### src/sv/assert_macros.svh
// assertion macros shared by the rtl of the escape decoder
// no dependencies; macros expand to nothing when SYNTH is defined
`ifndef ASSERT_MACROS_SVH
`define ASSERT_MACROS_SVH
`ifndef SYNTH
`define UE_ASSERT(lbl, clk, rst, prop, msg) \
   lbl: assert property (@(posedge clk) disable iff (rst) (prop)) else $error(msg);
`define UE_ASSERT_NEXT(lbl, clk, rst, ante, cons, msg) \
   lbl: assert property (@(posedge clk) disable iff (rst) (ante) |=> (cons)) else $error(msg);
`else
`define UE_ASSERT(lbl, clk, rst, prop, msg)
`define UE_ASSERT_NEXT(lbl, clk, rst, ante, cons, msg)
`endif
`endif

### src/sv/ue2u8_pkg.sv
// shared types and constants of the unicode escape to utf-8 decoder
// no dependencies
package ue2u8_pkg;

   localparam int unsigned MaxResults = 3;

   typedef enum logic [2:0] {
      MODE_PLAIN = 3'b001,
      MODE_SLASH = 3'b010,
      MODE_BODY  = 3'b100
   } ue2u8_mode_type;

   typedef struct packed {
      ue2u8_mode_type mode;
      logic [2:0]     digits;
      logic [15:0]    code;
      logic           stopped;
   } ue2u8_state_type;

   // bytes[0] goes out first; done marks text_done on the final byte
   typedef struct packed {
      logic [MaxResults-1:0][7:0] bytes;
      logic [1:0]                 count;
      logic                       done;
   } ue2u8_res_type;

   localparam ue2u8_state_type StateClear = '{
      mode: MODE_PLAIN, digits: 3'd0, code: 16'h0000, stopped: 1'b0};

endpackage

### src/sv/ue2u8_step.sv
// next-state and result logic for one input byte of the escape decoder
// depends on ue2u8_pkg
module ue2u8_step
   import ue2u8_pkg::*;
(
   input  ue2u8_state_type state_cur,
   input  logic [7:0]      in_byte,
   input  logic            text_end,
   output ue2u8_state_type state_nxt,
   output ue2u8_res_type   res
);

   localparam logic [7:0] Backslash = 8'h5C;
   localparam logic [7:0] LetterU   = 8'h75;

   function automatic ue2u8_res_type encode(input logic [15:0] code, input logic done);
      ue2u8_res_type r;
      r = '0;
      r.done = done;
      if (code <= 16'h007F) begin
         r.bytes[0] = code[7:0];
         r.count    = 2'd1;
      end else if (code <= 16'h07FF) begin
         r.bytes[0] = 8'hC0 | {3'b000, code[10:6]};
         r.bytes[1] = 8'h80 | {2'b00, code[5:0]};
         r.count    = 2'd2;
      end else begin
         r.bytes[0] = 8'hE0 | {4'b0000, code[15:12]};
         r.bytes[1] = 8'h80 | {2'b00, code[11:6]};
         r.bytes[2] = 8'h80 | {2'b00, code[5:0]};
         r.count    = 2'd3;
      end
      return r;
   endfunction

   logic        hex_ok;
   logic [3:0]  hex_val;
   logic [15:0] code_upd;
   logic [2:0]  digits_upd;

   always_comb begin
      hex_ok  = 1'b1;
      hex_val = 4'h0;
      if (in_byte inside {[8'h30:8'h39]}) begin
         hex_val = in_byte[3:0];
      end else if (in_byte inside {[8'h41:8'h46], [8'h61:8'h66]}) begin
         hex_val = in_byte[3:0] + 4'd9;
      end else begin
         hex_ok = 1'b0;
      end
   end

   assign code_upd   = (hex_ok && !state_cur.stopped) ? {state_cur.code[11:0], hex_val}
                                                      : state_cur.code;
   assign digits_upd = state_cur.digits + 3'd1;

   always_comb begin
      state_nxt = state_cur;
      res       = '0;
      res.done  = text_end;
      case (state_cur.mode)
         MODE_SLASH: begin
            if (in_byte == LetterU) begin
               state_nxt = StateClear;
               state_nxt.mode = MODE_BODY;
               if (text_end) begin
                  res = encode(16'h0000, text_end);
               end
            end else begin
               res.bytes[0] = Backslash;
               if (in_byte == Backslash && !text_end) begin
                  res.count = 2'd1;
                  state_nxt.mode = MODE_SLASH;
               end else begin
                  res.bytes[1] = in_byte;
                  res.count = 2'd2;
                  state_nxt.mode = MODE_PLAIN;
               end
            end
         end
         MODE_BODY: begin
            state_nxt.code    = code_upd;
            state_nxt.stopped = state_cur.stopped | ~hex_ok;
            state_nxt.digits  = digits_upd;
            if (digits_upd >= 3'd4 || text_end) begin
               res = encode(code_upd, text_end);
               state_nxt = StateClear;
            end
         end
         default: begin
            if (in_byte == Backslash && !text_end) begin
               state_nxt.mode = MODE_SLASH;
            end else begin
               res.bytes[0] = in_byte;
               res.count = 2'd1;
               state_nxt.mode = MODE_PLAIN;
            end
         end
      endcase
      // end of text always leaves a clean state for the next text
      if (text_end) begin
         state_nxt = StateClear;
      end
   end

endmodule

### src/sv/unicode_escape_to_utf8_top.sv
// top level of the unicode escape to utf-8 decoder: scan state and result buffer
// depends on ue2u8_pkg, ue2u8_step and assert_macros.svh
//
// Usage:
//   req channel carries the source text one byte per item, req_tlast on the
//   final byte of a text. rsp channel returns the decoded utf-8 bytes, with
//   rsp_tlast on the last byte caused by one input item and rsp_tuser on the
//   final output byte of the whole text.
//   A "\uXXXX" escape becomes 1 to 3 output bytes; other bytes pass through.
//   Result bytes are registered; the first is presented in the cycle after its item.
//   Throughput: one input item per cycle while each item gives at most one
//   byte and the receiver takes each byte; an item that gives two or three
//   bytes holds req_tready low while the single-byte output port drains the
//   three-entry result buffer.
//   Items that give no byte (a backslash, escape digits) do not hold req_tready low.
//   Reset clears the scan state and empties the result buffer.
//   When the receiver stalls, the buffered bytes hold and req_tready drops
//   until the buffer is down to its last byte being taken.
`include "assert_macros.svh"
module unicode_escape_to_utf8_top
   import ue2u8_pkg::*;
(
   input  logic       clock,
   input  logic       reset,
   input  logic       req_tvalid,
   output logic       req_tready,
   input  logic [7:0] req_tdata,   // [7:0] in_byte
   input  logic       req_tlast,   // text_end
   output logic       rsp_tvalid,
   input  logic       rsp_tready,
   output logic [7:0] rsp_tdata,   // [7:0] out_byte
   output logic       rsp_tlast,   // run_last
   output logic       rsp_tuser    // [0] text_done
);

   ue2u8_state_type            state_ff, state_in;
   ue2u8_res_type              res;
   logic [MaxResults-1:0][7:0] slot_ff, slot_in;
   logic [1:0]                 count_ff, count_in;
   logic                       done_ff, done_in;
   logic                       req_fire, rsp_fire;

   ue2u8_step u_step (
      .state_cur (state_ff),
      .in_byte   (req_tdata),
      .text_end  (req_tlast),
      .state_nxt (state_in),
      .res       (res)
   );

   assign req_tready = (count_ff == 2'd0) || (count_ff == 2'd1 && rsp_tready);
   assign req_fire   = req_tvalid && req_tready;
   assign rsp_tvalid = (count_ff != 2'd0);
   assign rsp_fire   = rsp_tvalid && rsp_tready;
   assign rsp_tdata  = slot_ff[0];
   assign rsp_tlast  = (count_ff == 2'd1);
   assign rsp_tuser  = (count_ff == 2'd1) && done_ff;

   always_comb begin
      slot_in  = slot_ff;
      count_in = count_ff;
      done_in  = done_ff;
      if (req_fire) begin
         slot_in  = res.bytes;
         count_in = res.count;
         done_in  = res.done;
      end else if (rsp_fire) begin
         // shift the buffer down by one byte
         slot_in[0] = slot_ff[1];
         slot_in[1] = slot_ff[2];
         count_in   = count_ff - 2'd1;
      end
   end

   always_ff @(posedge clock) begin
      if (reset) begin
         state_ff <= StateClear;
         count_ff <= 2'd0;
      end else begin
         if (req_fire) begin
            state_ff <= state_in;
         end
         count_ff <= count_in;
      end
   end

   always_ff @(posedge clock) begin
      slot_ff <= slot_in;
      done_ff <= done_in;
   end

   `UE_ASSERT(a_stall_blocks_req, clock, reset, (rsp_tvalid && !rsp_tready) |-> !req_tready, "req accepted while result buffer stalled")
   `UE_ASSERT(a_done_is_last, clock, reset, (rsp_tvalid && rsp_tuser) |-> rsp_tlast, "text_done without run_last")
   `UE_ASSERT_NEXT(a_end_clears, clock, reset, req_fire && req_tlast, state_ff == StateClear, "scan state not cleared after text end")
   `UE_ASSERT_NEXT(a_load_count, clock, reset, req_fire, count_ff == $past(res.count), "result buffer count differs from decoded count")

endmodule

### config.mk
export PLATFORM = sky130hd
export DESIGN_NAME = unicode_escape_to_utf8_top
export DESIGN_NICKNAME = d
export VERILOG_FILES = /design/src/sv/ue2u8_pkg.sv /design/src/sv/ue2u8_step.sv /design/src/sv/unicode_escape_to_utf8_top.sv
export VERILOG_INCLUDE_DIRS = /design/src /design/src/sv
export SDC_FILE = /design/constraint.sdc
export NUM_CORES = 1
export LEC_CHECK = 0
export BUFFER_PORTS_ARGS = -buffer_cell sky130_fd_sc_hd__buf_4
export CAP_MARGIN = 15
export CORE_MARGIN = 2
export CORE_UTILIZATION = 50
export CTS_CLUSTER_DIAMETER = 150
export DETAILED_ROUTE_END_ITERATION = 12
export MAX_ROUTING_LAYER = met4
export PLACE_DENSITY = 0.67
export SLEW_MARGIN = 25
export SYNTH_ARGS = -nofsm -noshare
export SYNTH_HDL_FRONTEND = slang
export SYNTH_HIERARCHICAL = 1
export SYNTH_SLANG_ARGS = --single-unit
### constraint.sdc
create_clock -name clock -period 2.8 [get_ports clock]
set_input_delay 0.14 -clock clock [delete_from_list [all_inputs] [get_ports clock]]
set_output_delay 0.14 -clock clock [all_outputs]
set_load 0.01 [all_outputs]
; ---- Yosys cells after proc, flatten, opt, wreduce, memory -nomap -nowiden
; Index checks and enable logic that the tools add are counted.
[word_totals]
ff_bits = 50
latchBits = 0
ramBits = 0
rom_bits = 0
input_bits = 13
out_inout_bits = 12
elab_cells = 80
memories = 0
[classes]
n_addsub = 3
n_mul = 0
div = 0
magnitude_cmp = 9
eq_ne = 7
shift = 0
n_mux = 30
bitwise_logic = 2
n_reduce_logical = 20
[op_table]
columns = cell, n
row1 = 16-bit two-way mux, 5
row2 = 23-bit two-way mux, 2
row3 = 20-bit case mux with 2 select lines, 1
row4 = 16-bit case mux with 2 select lines, 1
row5 = 27-bit two-way mux, 1
row6 = 10-bit two-way mux, 2
row7 = 20-bit two-way mux, 1
row8 = 10-bit case mux with 2 select lines, 1
row9 = 18-bit two-way mux, 1
row10 = "8-bit by 7-bit == test with 1-bit output, second input constant", 2
row11 = "8-bit by 7-bit greater-or-equal comparator with 1-bit output, second input constant", 2
row12 = "16-bit by 11-bit <= comparator with 1-bit output, second input constant", 1
row13 = "16-bit by 7-bit <= comparator with 1-bit output, second input constant", 1
row14 = "8-bit by 7-bit <= comparator with 1-bit output, second input constant", 2
row15 = 8-bit two-way mux, 2
row16 = 2-bit two-way mux, 5
row17 = 1-bit logical AND, 9
row18 = "8-bit by 6-bit greater-or-equal comparator with 1-bit output, second input constant", 1
row19 = "8-bit by 6-bit <= comparator with 1-bit output, second input constant", 1
row20 = 4-bit two-way mux, 2
row21 = "3-bit by 2-bit != test with 1-bit output, second input constant", 2
row22 = 3-bit case mux with 2 select lines, 1
row23 = 2-bit nonzero test, 3
row24 = "4-bit adder, second input constant", 1
row25 = other kinds (17), 21

; ---- Depth between registers and ports, before layout
[logic_depth]
word_depth = 13
mapped_depth = 12
depth_no_buf = 10

; ---- By module
; The synthesis kept the hierarchy.
[by_module_without_submodules]
columns = module, instances, cells_each, area_per_inst_um2, seq_area_each_um2
row1 = unicode_escape_to_utf8_top, 1, 175, 2098.3, 1251.2
row2 = ue2u8_step, 1, 207, 1368.8, 0.0

; ---- Least setup slack after synthesis
; OpenSTA, ideal clock, no wires.
[synth_path]
kind = input -> register
startpoint = input req_tdata[1]
endpoint = register slot_ff, in the netlist rsp_tdata[4] (data pin)
setup_time_ps = 260
arrival_ps = 2167
t_required_ps = 2540
path_slack_ps = 372
cell_stages = 10
path_buffers = 1
cell_sequence = inv_1 > ha_1 > or3b_1 > and4b_4 > or2_4 > buf_6 > mux2i_2 > o21ai_1 > a221o_1 > mux2_4
[synth_rtl]
columns = element, line_no
row1 = from (decl), unicode_escape_to_utf8_top.sv:27  ; input logic [7:0] req_tdata,
row2 = to (signal assigned), unicode_escape_to_utf8_top.sv:88  ; slot_ff <= slot_in;
row3 = to (decl), unicode_escape_to_utf8_top.sv:38  ; logic [MaxResults-1:0][7:0] slot_ff, slot_in;

==> impl_metrics.json <==
{
  "skew_ns": 0.007086,
  "worst-setup-path-type": "reg2reg",
  "viasPerCell": 6.305,
  "yosys-top-cells-count": "nor2_1, a21oi_1, o21ai_0",
  "holdCritPathClass": "in2reg",
  "netlist.area_leader.share": 0.2165,
  "grt_pass1_wl_mm": 14.69,
  "fin_setup_tns_ns": 0,
  "wl_per_cell_um": 18.85,
  "final_hold_viol_count": 0,
  "yosysMostFrequentCell": "nor2_1",
  "ys.flop_type": "edfxtp_1",
  "drt-total-wl_mm": 9.027,
  "cts_resized": 0,
  "yosysWarnings": 6,
  "layout-drive-gt1-share": 0.2105,
  "die-area_um2": 7616,
  "worst_slack_ns": 0.1832,
  "worstSetupStartpointType": "flop",
  "postCtsSetupRepairBufs": 0,
  "fin_area_um2": 3782,
  "tightest_slew_ns": 0.6901,
  "coreArea_um2": 6756,
  "power_frac_comb": 0.242,
  "required_ns": 2.86,
  "antenna_left": 0,
  "diodes": 0,
  "syn_to_final_growth_pct": 9.094,
  "cp.arrival_ns": 2.68,
  "setup_violations": 0,
  "rsz0062_at_grt": "no",
  "dp_hpwl_mm": 6.751,
  "drv_cap": 0,
  "yosys.area.top_type": "edfxtp_1",
  "gr-total-overflow": 0,
  "grt_antenna_before_repair": 0,
  "start_util": 0.5131,
  "clkSinkCount": 50,
  "cts_tree": "yes",
  "detailed_place.area_um2": 3676,
  "outcome": "finished clean",
  "crit_start": "state_ff[0]",
  "finalCriticalPeriod_ns": 2.617,
  "grt_pass1_vias": 2746,
  "place.gp.congestion": 1.042,
  "end_kind": "flop",
  "synth_area_um2": 3467,
  "p_int_w": 0.001314,
  "ys_ff_latch": 50,
  "p_clk_frac": 0.276,
  "post-place-ws_ns": 0.03380,
  "syn-num-nets": 401,
  "rrSetupSlack_ns": 0.18,
  "cp_max_fo": 20,
  "yosys.cell_types.count": 73,
  "seq_power_share": 0.482,
  "nets": 417,
  "numCtsBuffers": 5,
  "die_width_um": 87.27,
  "timing.final.crit_share": 0.9346,
  "clock_latency_ns": 0.31,
  "track_usage": 0.2562,
  "syn_inst": 382,
  "ys_seq_area_frac": 0.3609,
  "io_buffers": 24,
  "dp_cells": 471,
  "netlist_top_cells_area": "edfxtp_1, dfxtp_1, a21oi_1, o21ai_0, mux2_2",
  "max_freq_ghz": 0.3821,
  "cts_buffer_depth": 2,
  "switching_power_w": 0.0005220,
  "first_iter_violations": 326,
  "p_sw_frac": 0.2843,
  "slew_violations": 0,
  "num_io_pins": 25,
  "clk_pin_slew_ns": 0.09,
  "synth.avg_cell_area_um2": 9.076,
  "relSlewSlack": 0.5364,
  "power_leakage_nw": 1.439,
  "peakVddDrop_mv": 0.1998,
  "synth-edff-count": 25,
  "grt_max_degree": 28,
  "hp-start": "reset",
  "num_vias": 3020,
  "powerDensity_nw_per_um2": 485.4,
  "synth_async_sr_flop_share": 0,
  "die_y_um": 87.27,
  "ctsHoldBuffers": 0,
  "drcViolationCount": 0,
  "r2r-start": "state_ff[0]",
  "drt_first_pass_iters": 5,
  "fin_cells": 479,
  "fp-row-count": 30,
  "cts_max_level": 2,
  "ctsRootBufferMaster": "clkbuf_8"
}
==> layout make-up <==
class	count	area (µm²)
flip-flops and latches	50	1251
multi-input cells	286	1956
fillers	638	2974
clock inverters	1	30.03
inverters	13	53.80
repair buffers	42	315.3
well taps	80	100.1
clock buffers	7	76.32
==> path summary, 6_finish.rpt <==
check / to / cells past startpoint
setup / recovery: rsp_tdata[4] / 7
hold / removal: state_ff[6] / 2
setup reg to reg: rsp_tdata[4] / 7
hold reg to reg: state_ff[19] / 2
==> cell families after synthesis <==
group           Yosys count  share of synthesized area
other cells               1                   0.001082
flops                    50                     0.3609
simple gates            121                     0.1819
fa+ha+maj                 6                    0.02165
compound gates          122                     0.2302
mux                      33                     0.1216
xor+xnor                  3                   0.007580
buf+inv                  46                    0.07506
==> power by group through the flow <==
stage | Sequential, W | Combinational [W] | Clock, W
floorplan | 0.000894 | 0.000356 | 0
global placement | 0.000903 | 0.000443 | 0
detailed placement | 0.000904 | 0.000444 | 0
CTS | 0.000887 | 0.000445 | 0.000519
global route | 0.000894 | 0.000488 | 0.000547
finish | 0.000886 | 0.000444 | 0.000506
==> layer usage <==
| layer | GRT usage | up-vias | part of all wire | routed length (µm) |
|---|---|---|---|---|
| met5 | - | - | 0 | 0 |
| met4 | 0.05175 | 0 | 0.013 | 114 |
| met3 | 0.03507 | 11 | 0.052 | 473 |
| met2 | 0.3953 | 129 | 0.46 | 4194 |
| met1 | 0.3616 | 1438 | 0.47 | 4244 |
| li1 | - | 1442 | - | - |
==> placed cells by master (no fill, tap or decap), types with 2 or more instances in the layout <==
cell type   n
clkbuf_8    5
buf_4      42
a2bb2oi_1   9
mux2_4      7
o211ai_1    2
o311ai_0    2
nand2_1    23
nor3_1      5
a31oi_1     2
mux2i_1    10
nand3_1    25
edfxtp_1   25
a211o_1     2
o221ai_1    4
o21bai_1    2
or2_2       2
nor2_1     34
and3_1      4
mux2_2     12
nand2b_1    3
a21o_1      4
o22ai_1     2
a22oi_1    12
or3_1       2
and2_1      3
a21oi_1    33
nor4_1      2
dfxtp_1    25
mux2i_4     3
ha_1        6
o21ai_0    33
inv_1      12
xor2_1      2
clkbuf_1    2
or4_1       3
==> through the flow <==
stage / hold slack, ns / util / total power [W]
finish: 0.1950 / 0.5598 / 0.001836
global route: 0.1936 / 0.5598 / 0.001929
CTS: 0.1924 / 0.5598 / 0.001851
detailed placement: 0.4969 / 0.5441 / 0.001348
global placement: 0.4861 / 0.5441 / 0.001346
floorplan: 0.3176 / - / 0.001250
==> sequential cells by signal, indices dropped and copies added (netlist names) <==
signal     cells
count_ff       2
rsp_tdata      8
state_ff      23
slot_ff       16
done_ff        1
==> worst max-delay path: stages (launching register included) <==
cell and delay [ns]:
dfxtp_1 0.35, nor4b_1 0.26, and4b_4 0.31, or2_4 0.36, mux2i_4 0.38, o21ai_1 0.11, a221o_1 0.34, mux2_4 0.27
Power figures use the tool's default switching activity.
